## config.mk

```make
export PLATFORM = sky130hd
export DESIGN_NAME = csll_crc
export DESIGN_NICKNAME = d
export VERILOG_FILES = /design/src/sv/csll_pkg.sv /design/src/sv/csll_crc.sv
export SDC_FILE = /design/constraint.sdc
export NUM_CORES = 1
export LEC_CHECK = 0
export BUFFER_PORTS_ARGS = -buffer_cell sky130_fd_sc_hd__buf_2
export CAP_MARGIN = 20
export CORE_UTILIZATION = 40
export DETAILED_ROUTE_END_ITERATION = 10
export PLACE_DENSITY = 0.58
export SLEW_MARGIN = 20
export SYNTH_ARGS = -nofsm -noshare
export SYNTH_HDL_FRONTEND = slang
export SYNTH_SLANG_ARGS = --single-unit
```

## constraint.sdc

```tcl
create_clock -name vclk -period 18
set_input_delay 2.7 -clock vclk [all_inputs]
set_output_delay 2.7 -clock vclk [all_outputs]
set_load 0.03 [all_outputs]
```

## src/sv/csll_pkg.sv

```systemverilog
// shared types and constants for the sensor link logger
// no dependencies

package csll_pkg;

   localparam int unsigned LOG_DEPTH_DEFAULT = 4096;
   localparam int unsigned INDEX_WIDTH       = 12;
   localparam int unsigned REQ_DATA_WIDTH    = 24;
   localparam int unsigned RSP_DATA_WIDTH    = 32;
   localparam int unsigned CSR_ADDR_WIDTH    = 3;
   localparam int unsigned CSR_DATA_WIDTH    = 32;

   localparam logic [7:0] GEN_RESET   = 8'hD4;
   localparam logic [7:0] CODE_RESET  = 8'h00;
   localparam logic [7:0] CODE_ACK    = 8'h40;
   localparam logic [7:0] CODE_REPEAT = 8'h60;
   localparam logic [7:0] CODE_MASK   = 8'hE0;

   localparam logic [1:0] KIND_ACK    = 2'b10;
   localparam logic [1:0] KIND_REPEAT = 2'b11;

   localparam logic CSR_REG_GEN = 1'b0;

   typedef enum logic [1:0] {
      MODE_BYTE  = 2'd0,
      MODE_READ  = 2'd1,
      MODE_RESET = 2'd2
   } mode_type;

   typedef struct packed {
      logic       crc3_ok;
      logic       crc11_ok;
      logic [7:0] ack_byte;
      logic [7:0] repeat_byte;
      logic [7:0] reset_byte;
   } crc_type;

endpackage

```

## src/sv/csll_crc.sv

```systemverilog
// crc3 and crc11 checks on a received command and the reply bytes
// depends on csll_pkg

module csll_crc
   import csll_pkg::*;
(
   input  logic [7:0] gen,
   input  logic [7:0] held_byte,
   input  logic [7:0] rx_byte,
   output crc_type    crc
);

   function automatic logic [7:0] crc3(input logic [7:0] cmd, input logic [7:0] g);
      logic [7:0] code;
      logic [7:0] work;
      code = cmd & CODE_MASK;
      work = code;
      for (int i = 0; i < 3; i++) begin
         if (work[7]) begin
            work = work ^ g;
         end
         work = {work[6:0], 1'b0};
      end
      return code | {3'b000, work[7:3]};
   endfunction

   function automatic logic [7:0] crc11(input logic [7:0] held, input logic [7:0] cmd,
                                        input logic [7:0] g);
      logic [7:0] code;
      logic [7:0] work;
      code = cmd & CODE_MASK;
      work = held;
      for (int i = 0; i < 11; i++) begin
         if (work[7]) begin
            work = work ^ g;
         end
         work = {work[6:0], 1'b0};
         if (i < 3) begin
            work[0] = code[7-i];
         end
      end
      return code | {3'b000, work[7:3]};
   endfunction

   always_comb begin
      crc.crc3_ok     = (crc3(rx_byte, gen) == rx_byte);
      crc.crc11_ok    = (crc11(held_byte, rx_byte, gen) == rx_byte);
      crc.ack_byte    = crc3(CODE_ACK, gen);
      crc.repeat_byte = crc3(CODE_REPEAT, gen);
      crc.reset_byte  = crc3(CODE_RESET, gen);
   end

endmodule

```

* Yosys cells after proc, flatten, opt, wreduce, memory -nomap -nowiden
Index checks and enable logic that the tools add are counted.
** Word-level totals
- Bits in registers :: 0
- Input bits :: 24
- Output and inout bits :: 26
- Logic and storage cells :: 37
** Cells by class
- Equal/unequal tests :: 2
- Mux-type cells :: 16
- Bitwise operators :: 19
** Operator list (number)
- $mux 7 :: 16
- $xor 7x7->7 :: 16
- $eq 8x8->1 :: 2
- $or 8x5->8 :: 2
- $not 1->1 :: 1

* Depth between registers and ports, before layout
- Word-level depth :: 24
- Depth in mapped cells :: 20

* Worst setup path after synthesis
Ideal clock, no wire load.
- Path kind :: input to output
- From :: input port gen[5]
- To :: output port crc[24] (netlist bit)
- Arrival time :: 7.368 ns
- Data required time :: 15.300 ns
- Path slack :: 7.932 ns
- Stages :: 18
- Path buffers :: 2
- Cell sequence :: buf_4 > nand2b_1 > o221ai_2 > xnor2_1 > buf_4 > nand4_1 > a211o_1 > nand2_1 > nor2_1 > a2111o_1 > and3_4 > a221o_2 > mux2i_1 > a21boi_1 > o21ai_1 > xnor3_1 > or4_1 > a32oi_1
** RTL lines
- from (decl) :: RTL line csll_crc.sv:7 : input logic [7:0] gen,
- to (decl) :: RTL line csll_crc.sv:10 : output crc_type crc

==> results.cfg <==
[status]
status = finished, final reports clean

[clock_network]
ctsHoldBuffers = 0
cts-resized-gates = 0
cts_setup_buffers = 0

[drt]
wirelength_um = 9240
detail_route.first_pass.iterations = 4
ant_nets = 0
num_vias = 3456
drt-initial-drc-count = 201
wire_per_inst_um = 16.4
viasPerCell = 6.15
route.detailed.drc = 0

[cells_and_area]
final_common_cell = nand2_1
clkbuf_count = 0
nets = 492
n_antenna_cell = 0
synthToLayoutAreaGrowth_pct = 2.67
area.sequential_um2 = 0
drive_above_1_share_pct = 15.3
flops_and_latches = 0
layout_common_cells = 68 x nand2_1, 44 x xnor2_1, 37 x o21ai_0, 35 x buf_2, 27 x a21oi_1

[critical_path]
cp.arrival_ns = 9.04
startpoint_type = primary input
required_ns = 15.30
path_class = primary input to output pin
cp-end-kind = output pin
critPathMaxFanout = 60

[power_and_ir_drop]
power_frac_comb_pct = 100.0
max-vdd-ir-drop_mv = 0.0267
power.internal_uw = 111
pwr-share-clk_pct = 0
sw_frac_of_total_pct = 57.9
p_per_area_nw_per_um2 = 83.1
leakage_uw = 0.00123
p_sw_uw = 153
p_seq_share_pct = 0

[worst_hold_path]
hold_path_class = primary input to output pin

[global_route]
grt_use_total_pct = 22.2
antenna_found_initial = 0
grt-ovfl-total = 0
grt_pass1_wl_um = 15300
grt_pass1_vias = 3114
grt_max_degree = 61

[timing]
min_period_over_period_pct = 65.2
report.final.slew_viol_count = 0
tns_ns = 0
tightest_slew_ns = 1.02
setup_viol = 0
hold_viol = 0
rsz0062_at_grt = false
maxSlewHeadroom_pct = 31.6
min_period_ns = 11.74
fmax_mhz = 85.1
timing.final.ws_setup_ns = 6.26

[floorplanning]
row_count = 31
core_um2 = 7370
ioPinCount = 50
die_y_um = 90.0
start_util_pct = 42.0
dieWidth_um = 90.0
dieArea_um2 = 8100

[synthesis]
yosys.area.top_type = xnor2_1
avgSynthCellArea_um2 = 6.68
synthCells = 464
netlist_top_cells_area = xnor2_1 12%, nand2_1 8.2%, o21ai_0 6.0%
yosysSeqAreaShare_pct = 0
synth_warnings = 0
syn_area_um2 = 3100
synth_top_area_share_pct = 12.4
synth.distinct_cells = 88

[run]
max_cap_violations = 0

[placed_design]
hpwl_um = 6780
pre_cts_ws_ns = 6.34
port_buffers = 35
gp_congestion = 0.856
## cells by family (layout without fill, tap and decap cells)
kind of cell	after synthesis	after routing	share of synthesized area [%]
simple gates	174	174	29.0
compound gates	158	158	37.2
xor+xnor	63	63	20.5
buf+inv	58	45	9.89
mux	6	6	1.94
fa+ha+maj	3	3	1.21
other cells	2	14	0.242
## area by class of cell
type / instances / area [um2]
fillers: 818 / 4190
well taps: 99 / 124
repair buffers: 37 / 190
multi-input cells: 418 / 2840
inverters: 8 / 30.0
## power groups by stage
stage / sequential, uW / clock [uW] / combinational, uW
2_1_floorplan: 0 / 0 / 220
3_3_place_gp: 0 / 0 / 259
3_5_place_dp: 0 / 0 / 263
4_1_cts: 0 / 0 / 264
5_1_grt: 0 / 0 / 290
6_report: 0 / 0 / 264
## worst paths after layout
path | from | cells after the start | end | slack (ns)
min | rx_byte[3] | 5 | crc[25] | 5.97
max | gen[6] | 19 | crc[24] | 6.26
## synth_stat cells (3+ instances only)
library cell and count:
a32oi_1 8, buf_2 8, nor3_1 7, nor4_1 5, a21oi_1 27, nand3b_1 3, a211oi_1 7, nand2b_1 6
o21ai_1 7, inv_1 6, mux2i_1 6, o211ai_1 8, and3_1 6, xnor3_1 5, xor2_1 12, ha_1 3
nand3_1 18, o2111ai_1 3, or3_1 3, nor2_1 22, o21ai_0 37, xnor2_1 44, nand2_1 68, a22oi_1 4
buf_4 17, or4_1 3, a31oi_1 4, o31a_1 3, clkbuf_1 21, nand4_1 5, or2_2 7
## critical path, stage by stage
cell,delay (ns)
buf_2,0.07
buf_4,0.46
nand2b_1,0.33
o221ai_2,0.35
xor2_1,0.77
o211ai_1,0.32
o211ai_2,0.19
xor2_1,0.59
o2111ai_1,0.23
o211ai_2,0.24
a21oi_1,0.17
a221oi_2,0.44
a21oi_1,0.16
nor3_1,0.51
o21ai_1,0.20
xnor3_1,0.37
or4_1,0.51
a32oi_1,0.15
buf_2,0.22
## metal layers
| metal | wire length, um | part of all wire, % | vias up | GRT usage (%) |
|---|---|---|---|---|
| met4 | 88 | 0.95 | 0 | 3.90 |
| met3 | 470 | 5.1 | 6 | 0.423 |
| met1 | 4340 | 47 | 1652 | 30.2 |
| met2 | 4340 | 47 | 89 | 39.4 |
| li1 | - | - | 1709 | - |
| met5 | 0 | 0 | - | 0 |
## stage by stage
stage	power [uW]	std cells	util, %	hold WS, ns	instance area (um2)
2_1_floorplan	220	476	-	5.63	3140
3_3_place_gp	259	562	43.2	5.97	3180
3_5_place_dp	263	562	43.2	5.98	3180
4_1_cts	264	562	43.2	5.99	3180
5_1_grt	291	562	43.2	6.04	3180
6_report	264	562	43.2	5.97	3180
(Power assumes the default switching activity.)
