## src/sv/csll_pkg.sv

```systemverilog
// shared types and constants for the sensor link logger
// no dependencies

package csll_pkg;

   localparam int unsigned LOG_DEPTH_DEFAULT = 4096;
   localparam int unsigned INDEX_WIDTH       = 12;
   localparam int unsigned REQ_DATA_WIDTH    = 24;
   localparam int unsigned RSP_DATA_WIDTH    = 32;
   localparam int unsigned CSR_ADDR_WIDTH    = 3;
   localparam int unsigned CSR_DATA_WIDTH    = 32;

   localparam logic [7:0] GEN_RESET   = 8'hD4;
   localparam logic [7:0] CODE_RESET  = 8'h00;
   localparam logic [7:0] CODE_ACK    = 8'h40;
   localparam logic [7:0] CODE_REPEAT = 8'h60;
   localparam logic [7:0] CODE_MASK   = 8'hE0;

   localparam logic [1:0] KIND_ACK    = 2'b10;
   localparam logic [1:0] KIND_REPEAT = 2'b11;

   localparam logic CSR_REG_GEN = 1'b0;

   typedef enum logic [1:0] {
      MODE_BYTE  = 2'd0,
      MODE_READ  = 2'd1,
      MODE_RESET = 2'd2
   } mode_type;

   typedef struct packed {
      logic       crc3_ok;
      logic       crc11_ok;
      logic [7:0] ack_byte;
      logic [7:0] repeat_byte;
      logic [7:0] reset_byte;
   } crc_type;

endpackage

```

## src/sv/csll_csr.sv

```systemverilog
// configuration register block holding the crc generator byte
// depends on csll_pkg

module csll_csr
   import csll_pkg::*;
(
   input  logic                      clock,
   input  logic                      reset,
   input  logic                      csr_psel,
   input  logic                      csr_penable,
   input  logic                      csr_pwrite,
   input  logic [CSR_ADDR_WIDTH-1:0] csr_paddr,
   input  logic [CSR_DATA_WIDTH-1:0] csr_pwdata,
   output logic [CSR_DATA_WIDTH-1:0] csr_prdata,
   output logic                      csr_pready,
   output logic [7:0]                gen
);

   logic [7:0] gen_ff;
   logic [7:0] gen_in;
   logic       wr_en;

   assign csr_pready = 1'b1;
   assign wr_en = csr_psel & csr_penable & csr_pwrite & csr_pready;

   always_comb begin
      gen_in = gen_ff;
      if (wr_en && csr_paddr[2] == CSR_REG_GEN) begin
         gen_in = csr_pwdata[7:0];
      end
   end

   always_ff @(posedge clock) begin
      if (reset) begin
         gen_ff <= GEN_RESET;
      end else begin
         gen_ff <= gen_in;
      end
   end

   always_comb begin
      csr_prdata = '0;
      if (csr_paddr[2] == CSR_REG_GEN) begin
         csr_prdata = {{(CSR_DATA_WIDTH-8){1'b0}}, gen_ff};
      end
   end

   assign gen = gen_ff;

endmodule

```

## config.mk

```make
export PLATFORM = sky130hd
export DESIGN_NAME = csll_csr
export DESIGN_NICKNAME = d
export VERILOG_FILES = /design/src/sv/csll_pkg.sv /design/src/sv/csll_csr.sv
export SDC_FILE = /design/constraint.sdc
export NUM_CORES = 1
export LEC_CHECK = 0
export ABC_AREA = 1
export BUFFER_PORTS_ARGS = -buffer_cell sky130_fd_sc_hd__buf_4
export CORE_MARGIN = 2
export CORE_UTILIZATION = 35
export CTS_BUF_LIST = sky130_fd_sc_hd__clkbuf_4
export DETAILED_ROUTE_END_ITERATION = 8
export PLACE_DENSITY = 0.87
export SYNTH_ARGS = -nofsm -noshare
export SYNTH_HDL_FRONTEND = slang
export SYNTH_SLANG_ARGS = --single-unit
```

## constraint.sdc

```tcl
create_clock -name clock -period 1.9 [get_ports clock]
set_clock_uncertainty 0.05 [all_clocks]
set_input_delay 0.19 -clock clock [delete_from_list [all_inputs] [get_ports clock]]
set_output_delay 0.19 -clock clock [all_outputs]
set_load 0.02 [all_outputs]
```

Word-level counts from Yosys, hierarchy flattened
Cells that the tools add are included.
- register bits: 8
- bits in latches: 0
- memory bits (writable): 0
- ROM bits: 0
- input port bits: 40
- output and inout port bits: 41
- logic and storage cells: 6
- memories: 0
- $add $sub $neg: 0
- $mul: 0
- divide/modulo/power cells: 0
- magnitude comparators: 0
- equality and inequality tests: 0
- shift-type cells: 0
- multiplexer cells: 1
- bitwise gates (word level): 3
- reductions and logical operators: 1
- operators with widths (kind ; number):
    8-bit two-way mux ; 1
    1-bit AND ; 2
    1-bit logical AND ; 1
    1-bit inverter ; 1

Logic depth before layout (Yosys ltp)
Gate-level depths: netlist of run 1.
- depth in word-level cells: 3
- gate-level depth with buffers: 6
- gate-level depth less buffers: 5

Least setup slack after synthesis of run 1
OpenSTA, ideal clock, no wires.
- kind: reg-to-output
- from: register gen_ff[0] (netlist: gen[0])
- to: output port csr_prdata[0]
- arrival: 0.798 ns
- required time: 1.660 ns
- slack: 0.862 ns
- stages on the path, launching flop included: 3
- path buffers: 0
- cell sequence: dfxtp_1 -> inv_1 -> nor2_1
- longest elaborated chain between the ends: 1
- ends and longest elaborated chain (element ; RTL line ; RTL):
    from (decl) ; csll_csr.sv:19 ; logic [7:0] gen_ff;
    from (signal assigned) ; csll_csr.sv:37 ; gen_ff <= gen_in;
    8-bit two-way mux ; csll_csr.sv:43 ; if (csr_paddr[2] == CSR_REG_GEN) begin
    to (decl) ; csll_csr.sv:14 ; output logic [CSR_DATA_WIDTH-1:0] csr_prdata,
No other way between the ends.

Worst setup path in the final report of run 1
- from: register gen_ff[7] (netlist: gen[7])
- to: output port csr_prdata[7]
Same word-level chain as after synthesis.

==> results of run 1 <==
==> per-stage QoR <==
step / utilization (%) / hold slack [ps]
2_1_floorplan: - / 266
3_3_place_gp: 45.2 / 354
3_5_place_dp: 45.2 / 358
4_1_cts: 46.5 / 89.8
5_1_grt: 46.5 / 107
6_report: 46.5 / 94.6
==> where the power goes <==
part / switching (W) / leakage, nW / internal [W]
Clock: 0.0000591 / 0.0138 / 0.0000724
Combinational: 0.0000972 / 0.426 / 0.0000464
Sequential: 0.00000503 / 0.0652 / 0.000174
Total: 0.000161 / 0.505 / 0.000293
==> cell families (layout without fill, tap and decap cells) <==
logic type | after synthesis | count (layout) | share of synthesized area [%]
other cells | 2 | 25 | 1.17
buf+inv | 42 | 48 | 40.6
flops | 8 | 8 | 24.9
simple gates | 41 | 41 | 33.4
==> layer usage <==
metal / global-route usage, % / share of wire (%)
met1: 10.2 / 33
met2: 20.5 / 50
met3: 5.00 / 15
met4: 6.67 / 1.9
met5: 0 / 0
==> worst max-delay path, stage by stage (launching register included) <==
cell and delay (ps):
dfxtp_1 350, inv_1 50, nor2_1 100, buf_4 160
==> cell type report <==
cell class	instances	area, um2
Clock buffer	3	22.5
Fill cell	196	923
Inverter	16	62.6
Multi-Input combinational cell	66	309
Sequential cell	8	160
Tap cell	25	31.3
Timing Repair Buffer	29	218
==> cells in the final DEF, fill, tap and decap left out <==
master    instances
nand2_1          12
nor2_2            4
conb_1           25
nand3_1           8
nand2_4           2
nor2_1           12
nor2_4            1
inv_1            15
buf_4            29
inv_4             1
clkbuf_4          3
nor2_8            1
dfxtp_1           8
nand2_2           1
==> worst max path at each step <==
stage / from / depth (start not counted) / slack [ps] / to
2_1_floorplan: gen[0] / 2 / 860 / csr_prdata[0]
3_3_place_gp: csr_paddr[2] / 5 / 1010 / gen[7]
3_5_place_dp: csr_paddr[2] / 5 / 980 / gen[2]
4_1_cts: gen[4] / 3 / 730 / csr_prdata[4]
5_1_grt: gen[1] / 3 / 660 / csr_prdata[1]
6_report: gen[7] / 3 / 750 / csr_prdata[7]
==> impl_metrics.env, run 1 <==
export IMPL_initial_core_util_pct=37.3
export IMPL_period_minus_slack_ps=1150
export IMPL_r2r_slack_ps=1270
export IMPL_crit_fanout=3
export IMPL_worstHoldEndpoint="gen[6]"
export IMPL_cts_hold_buf=0
export IMPL_post_route_period_util_pct=60.5
export IMPL_numPlacedInstances=144
export IMPL_hp_class="input pin to flip-flop"
export IMPL_cts_inserted_buffers=3
export IMPL_dieArea_um2=2200
export IMPL_coreArea_um2=1730
export IMPL_p_leak_nw=0.505
export IMPL_cts_tree="yes"
export IMPL_async_flop_share_pct=0
export IMPL_critPathRequiredTime_ps=1660
export IMPL_grt_setup_unrepaired="no"
export IMPL_ys_seq_area_share_pct=24.9
export IMPL_gp_congestion=0.804
export IMPL_io_pins=81
export IMPL_p_per_area_nw_per_um2=565
export IMPL_synth_top_area_share_pct=29.1
export IMPL_grt_max_degree=11
export IMPL_crit_path_end_kind="output port"
export IMPL_synthFlopType="dfxtp_1"
export IMPL_cp_start_kind="flip-flop"
export IMPL_syn_area_per_cell_um2=6.93
export IMPL_dpl_cell_area_um2=781
export IMPL_yosys_top_cells_area="buf_4 29%, dfxtp_1 25%, inv_1 8.7%"
export IMPL_drc=0
export IMPL_status="completed"
export IMPL_die_w_um=46.9
export IMPL_final_layout_size_suffix_gt1_share_pct=34.4
export IMPL_dr_first_iter_drc_count=3
export IMPL_syn2layout_area_growth_pct=24.7
export IMPL_rr_worst_depth=2
export IMPL_path_class="flip-flop to output port"
export IMPL_rows=15
export IMPL_critPathArrivalTime_ps=910
export IMPL_cap_violations=0
export IMPL_nets=164
export IMPL_power_w=0.000454
export IMPL_design_area_um2=803
export IMPL_antenna_found_initial=0
export IMPL_die_h_um=46.9
export IMPL_min_path_cells=3
export IMPL_wl_per_cell_um=8.28
export IMPL_dp_hpwl_um=1020
export IMPL_netlist_area_um2=644
export IMPL_place_ws_ps=984
export IMPL_fin_setup_tns_ps=0
export IMPL_setup_viol=0
export IMPL_synth_most_common_cell="buf_4"
export IMPL_ys_warn_count=0
export IMPL_avgViaCountPerCell=3.67
export IMPL_synthCells=93
export IMPL_clk_latency_ps=260
export IMPL_synth_distinct_cells=14
export IMPL_io_buffers=29
export IMPL_min_delay_start="csr_pwdata[6]"
export IMPL_rr_startpoint="gen[0]"
export IMPL_cts_setup_buffers=0
export IMPL_yosys_area_top_type="buf_4"
export IMPL_instances_no_fill=147
export IMPL_largest_reg_flops=8
export IMPL_routed_wl_um=1220
export IMPL_ys_ff_latch=8
export IMPL_cts_root_buf="clkbuf_4"
export IMPL_grt_usage_pct=11.3
export IMPL_clockBufferDepth=2
export IMPL_yosys_top_cells_count="25 x buf_4, 15 x inv_1, 12 x nand2_1, 12 x nor2_1"
export IMPL_cts_resized=0
export IMPL_hold_violations=0
export IMPL_cts_htree_levels=1
export IMPL_first_global_vias=460
export IMPL_grt_pass1_wl_um=1730
export IMPL_regToRegEndpoint="gen[0]"
export IMPL_fmax_mhz=870
export IMPL_dr_total_vias=539
export IMPL_synth_edf_count=0
export IMPL_drt_first_pass_iters=3
export IMPL_clk_pin_slew_ps=50
export IMPL_drv_slew=0
export IMPL_ant_nets=0
export IMPL_n_antenna_cell=0
export IMPL_numClockSinks=8
export IMPL_fin_ws_ps=751
export IMPL_grt_overflow_total=0
export IMPL_ir_drop_mv=0.204
Power figures use the tool's default switching activity.
==> run 2: changes to the inputs <==
- ABC_AREA: 1 -> 0
- CORE_UTILIZATION: 35 -> 32
- PLACE_DENSITY: 0.87 -> 0.82
- clock period: 1.9 -> 1.1 ns (I/O delays scaled with it)
==> run 2 against run 1 <==
Net effect: count of clock-buffer cells in the layout unchanged; hold slack lost 27 ps; clock power grew 72%; design area fell by 3.0%; sequential cell count stayed put; via count fell by 15%; highest routed layer is now met3; first-iteration DRC count shrank 67%; largest power group unchanged.
==> impl_metrics.env, run 2 <==
export IMPL_cts_root_buf="clkbuf_4"
export IMPL_dr_total_vias=457
export IMPL_die_h_um=47.7
export IMPL_drt_first_pass_iters=3
export IMPL_die_w_um=47.7
export IMPL_cp_cell_sequence="and2b_2 > buf_4"
export IMPL_cp_start_kind="flip-flop"
export IMPL_numPlacedInstances=121
export IMPL_numClockSinks=8
export IMPL_multiInputGateArea_um2=334
export IMPL_dieArea_um2=2270
export IMPL_design_area_um2=779
export IMPL_n_antenna_cell=0
export IMPL_wl_met1_um=437
export IMPL_yosys_top_cells_area="buf_4 31%, dfxtp_1 26%, mux2i_1 13%"
export IMPL_syn_area_per_cell_um2=8.72
export IMPL_clockBufferDepth=2
export IMPL_dr_first_iter_drc_count=1
export IMPL_dpl_cell_area_um2=751
export IMPL_instances_no_fill=124
export IMPL_critPathRequiredTime_ps=940
export IMPL_power_internal_w=0.000497
export IMPL_netlist_area_um2=611
export IMPL_cts_hold_buf=0
export IMPL_path_class="flip-flop to output port"
export IMPL_ys_seq_area_share_pct=26.2
export IMPL_syn2layout_area_growth_pct=27.7
export IMPL_clk_latency_ps=250
export IMPL_synth_top_area_share_pct=30.7
export IMPL_grt_pass1_wl_um=1480
export IMPL_p_leak_nw=0.396
export IMPL_n_fill_cell=190
export IMPL_pwr_share_clk_pct=30.6
export IMPL_grt_usage_pct=9.33
export IMPL_status="completed"
export IMPL_ant_nets=0
export IMPL_grt_overflow_total=0
export IMPL_synth_distinct_cells=10
export IMPL_final_layout_size_suffix_gt1_share_pct=46.5
export IMPL_p_sw_share_pct=32.2
export IMPL_initial_core_util_pct=34.6
export IMPL_crit_buf_inv=1
export IMPL_regArea_um2=166
export IMPL_pwr_share_comb_pct=28.3
export IMPL_p_seq_share_pct=41.1
export IMPL_hold_violations=0
export IMPL_dp_hpwl_um=918
export IMPL_highest_layer="met3"
export IMPL_yosys_area_top_type="buf_4"
export IMPL_ys_warn_count=0
export IMPL_netSwitchingPower_w=0.000236
export IMPL_io_pins=81
export IMPL_antenna_found_initial=0
export IMPL_p_per_area_nw_per_um2=941
export IMPL_cts_htree_levels=1
export IMPL_cp_slowest_cell="dfxtp_1"
export IMPL_layout_commonest_cell="buf_4"
export IMPL_async_flop_share_pct=0
export IMPL_synthCells=70
export IMPL_cap_violations=0
export IMPL_gp_congestion=0.661
export IMPL_largest_reg_flops=8
export IMPL_synth_most_common_cell="buf_4"
export IMPL_setup_viol=0
export IMPL_cts_setup_buffers=0
export IMPL_synthFlopType="dfxtp_1"
export IMPL_crit_fanout=3
export IMPL_io_buffers=29
export IMPL_grt_max_degree=17
export IMPL_cts_resized=0
export IMPL_first_global_vias=352
export IMPL_wl_met2_um=566
export IMPL_post_route_period_util_pct=97.2
export IMPL_fmax_mhz=935
export IMPL_drc=0
export IMPL_place_ws_ps=60.1
export IMPL_clk_pin_slew_ps=60
export IMPL_wl_per_cell_um=9.06
export IMPL_cp_top_family="flip-flops"
export IMPL_critPathArrivalTime_ps=910
export IMPL_cts_tree="yes"
export IMPL_hp_class="input pin to flip-flop"
export IMPL_avgViaCountPerCell=3.69
export IMPL_routed_wl_um=1120
export IMPL_drv_slew=0
export IMPL_cts_inserted_buffers=3
export IMPL_holdWs_ps=67.7
export IMPL_period_minus_slack_ps=1070
export IMPL_layout_common_cells="30 x buf_4, 25 x conb_1"
export IMPL_rows=15
export IMPL_synth_edf_count=0
export IMPL_ys_ff_latch=8
export IMPL_route_met3_wl_um=119
export IMPL_nets=141
export IMPL_crit_path_end_kind="output port"
export IMPL_coreArea_um2=1760
export IMPL_fin_ws_ps=31.0
export IMPL_ir_drop_mv=0.554
export IMPL_critPathMaxStageDelay_ps=320
[run 2: cell type report]
cell class / instances / area share, %
clock buffer: 3 / 2.89
multi-input combinational: 58 / 42.9
sequential: 8 / 21.3
tap: 25 / 4.01
timing repair buffer: 30 / 28.9
[run 2: worst reg2reg max path, cell delays in order (launching register included)]
cell,delay [ps]
dfxtp_2,320
nor2_1,90
mux2i_1,70
[run 2: stage by stage]
| stage | power [W] | TNS (ps) | util [%] |
|---|---|---|---|
| after floorplan | 0.000512 | 0 | - |
| after global placement | 0.000511 | 0 | 42.6 |
| after detailed placement | 0.000514 | 0 | 42.6 |
| after CTS | 0.000746 | 0 | 43.8 |
| after global routing | 0.000782 | -2.32 | 44.2 |
| final | 0.000733 | 0 | 44.2 |
[run 2: logic make-up after synthesis]
kind of cell           count (synthesis)  synth area share, %
multiplexers                           8                 13.1
buffers and inverters                 27                 33.2
other                                  2                 1.23
flip-flops                             8                 26.2
AND/OR/NAND/NOR                       25                 26.2
[run 2: power by group through the flow]
stage	logic (W)	clock network (W)	registers (W)
after floorplan	0.000198	0	0.000315
after global placement	0.000204	0	0.000307
after detailed placement	0.000207	0	0.000307
after CTS	0.000207	0.000238	0.000301
after global routing	0.000226	0.000254	0.000302
final	0.000207	0.000225	0.000301
[run 2: per-layer routing]
metal / GRT usage [%] / up-vias
met5: 0 / -
met4: 1.62 / 0
met3: 3.40 / 0
met2: 16.5 / 32
met1: 10.8 / 201
li1: - / 224
[run 2: final timing paths]
kind                                    start            end  slack [ps]  cells past startpoint
worst max-delay path                   gen[6]  csr_prdata[6]          30                      2
worst max register to register         gen[2]         gen[2]         450                      2
worst min register to register         gen[1]         gen[1]         430                      2
worst min-delay path            csr_pwdata[6]         gen[6]          70                      3
==> run 3: changes to the inputs <==
- CORE_UTILIZATION: 32 -> 29
- PLACE_DENSITY: 0.82 -> 0.78
- clock period: 1.1 -> 0.92 ns (I/O delays scaled with it)
==> run 3 against run 2 <==
Net effect: the run now ends with negative setup slack left; die area is 9.5% higher; sequential cell count stayed put; worst setup slack worse by 140 ps; sequential power is 20% higher; register-to-register slack worse by 360 ps; clock power is 20% higher; global-route usage is 1.5 points higher; core utilization is 3.9 points higher; largest cell class is now non-clock buffers.
==> impl_metrics.env, run 3 (synthesis results as in run 2) <==
export IMPL_grt_setup_unrepaired="yes"
export IMPL_hold_violations=0
export IMPL_fin_ws_ps=-111
export IMPL_final_layout_size_suffix_gt1_share_pct=54.1
export IMPL_netSwitchingPower_w=0.000292
export IMPL_grt_overflow_total=0
export IMPL_numPlacedInstances=124
export IMPL_pwr_share_clk_pct=29.4
export IMPL_violations="negative setup slack"
export IMPL_gp_congestion=0.678
export IMPL_met3_usage_pct=6.36
export IMPL_globalRouteMet1Util_pct=8.72
export IMPL_clockBufferDepth=2
export IMPL_io_pins=81
export IMPL_clk_latency_ps=260
export IMPL_avgViaCountPerCell=3.79
export IMPL_fmax_mhz=970
export IMPL_cp_start_kind="flip-flop"
export IMPL_period_minus_slack_ps=1030
export IMPL_p_per_area_nw_per_um2=965
export IMPL_p_sw_share_pct=31.8
export IMPL_ant_nets=0
export IMPL_antenna_found_initial=0
export IMPL_syn2layout_area_growth_pct=55.9
export IMPL_critPathMaxStageDelay_ps=320
export IMPL_grt_usage_pct=10.8
export IMPL_dr_total_vias=515
export IMPL_dr_first_iter_drc_count=2
export IMPL_first_global_vias=478
export IMPL_hp_class="input pin to flip-flop"
export IMPL_post_route_period_util_pct=112
export IMPL_status="complete, but fails checks"
export IMPL_p_seq_share_pct=39.2
export IMPL_nets=151
export IMPL_p_leak_nw=0.471
export IMPL_path_class="flip-flop to output port"
export IMPL_cp_top_family="flip-flops"
export IMPL_drv_slew=0
export IMPL_ir_drop_mv=0.782
export IMPL_cts_root_buf="clkbuf_4"
export IMPL_dieArea_um2=2490
export IMPL_critPathRequiredTime_ps=780
export IMPL_pwr_share_comb_pct=31.5
export IMPL_largest_reg_flops=8
export IMPL_instances_no_fill=136
export IMPL_drc=0
export IMPL_layout_commonest_cell="conb_1"
export IMPL_clk_pin_slew_ps=50
export IMPL_setup_viol=16
export IMPL_drt_first_pass_iters=2
export IMPL_crit_fanout=2
export IMPL_n_antenna_cell=0
export IMPL_power_internal_w=0.000626
export IMPL_numClockSinks=8
export IMPL_power_w=0.000919
export IMPL_grt_pass1_wl_um=1970
export IMPL_crit_path_end_kind="output port"
export IMPL_grtUsageMet2_pct=21.3
export IMPL_crit_buf_inv=1
export IMPL_critPathArrivalTime_ps=890
export IMPL_cts_tree="yes"
export IMPL_initial_core_util_pct=30.8
export IMPL_layout_common_cells="25 x conb_1, 21 x buf_6, 18 x buf_4"
export IMPL_die_h_um=49.9
export IMPL_io_buffers=29
export IMPL_wl_per_cell_um=9.31
export IMPL_rows=16
export IMPL_coreArea_um2=1980
export IMPL_cp_slowest_cell="dfxtp_2"
export IMPL_cp_cell_sequence="and2b_2 > buf_6"
export IMPL_n_fill_cell=200
export IMPL_top_usage_layer="met2"
export IMPL_cts_htree_levels=1
export IMPL_routed_wl_um=1270
export IMPL_die_w_um=49.9
export IMPL_grt_max_degree=17
export IMPL_cts_inserted_buffers=3
export IMPL_cap_violations=0
-- run 3: routing by layer --
layer | part of all wire [%] | routed length [um] | up-vias
li1 | - | - | 248
met1 | 29 | 367 | 231
met2 | 58 | 739 | 34
met3 | 12 | 146 | 2
met4 | 1.0 | 13 | 0
met5 | 0 | 0 | -
-- run 3: power by group through the flow --
stage                     Clock (W)  Sequential (W)  Combinational, W
after CTS                  0.000284        0.000360          0.000287
after global placement            0        0.000367          0.000251
after detailed placement          0        0.000368          0.000256
after floorplan                   0        0.000376          0.000236
final                      0.000270        0.000360          0.000289
after global routing       0.000289        0.000360          0.000308
-- run 3: final timing paths --
path | to | cells after the start | from | slack, ps
worst min register to register | gen[3] | 3 | gen[3] | 540
worst max-delay path | csr_prdata[7] | 2 | gen[7] | -110
worst max register to register | gen[5] | 4 | gen[5] | 90
worst min-delay path | gen[1] | 3 | csr_pwdata[1] | 40
-- run 3: cell type report --
cell class / count / area (um2) / area share [%]
Timing Repair Buffer: 40 / 392 / 41.1
Multi-Input combinational cell: 58 / 334 / 35.1
Sequential cell: 8 / 170 / 17.9
Tap cell: 27 / 33.8 / 3.55
Clock buffer: 3 / 22.5 / 2.37
-- run 3: repair_timing --
| item | CTS | global route |
|---|---|---|
| setup buffers | 8 | 1 |
| resized for setup | 27 | 2 |
| setup endpoints to repair | 9 | 16 |
| hold buffers | 0 | 0 |
-- run 3: worst reg2reg max path, stage by stage (launching register included) --
cell and delay, ps:
dfxtp_2 320, buf_6 110, buf_4 120, nand2b_1 70, mux2i_1 60
-- run 3: stage by stage --
stage	instance area, um2	setup slack [ps]	hold slack (ps)	util, %	setup TNS [ps]
global placement	773	-5.70	299	39.0	-27.3
detailed placement	773	-36.9	308	39.0	-140
finish	952	-111	40.9	48.0	-1080
floorplan	697	111	197	-	0
global route	952	-137	41.8	48.0	-1460
CTS	937	-119	33.4	47.3	-1280
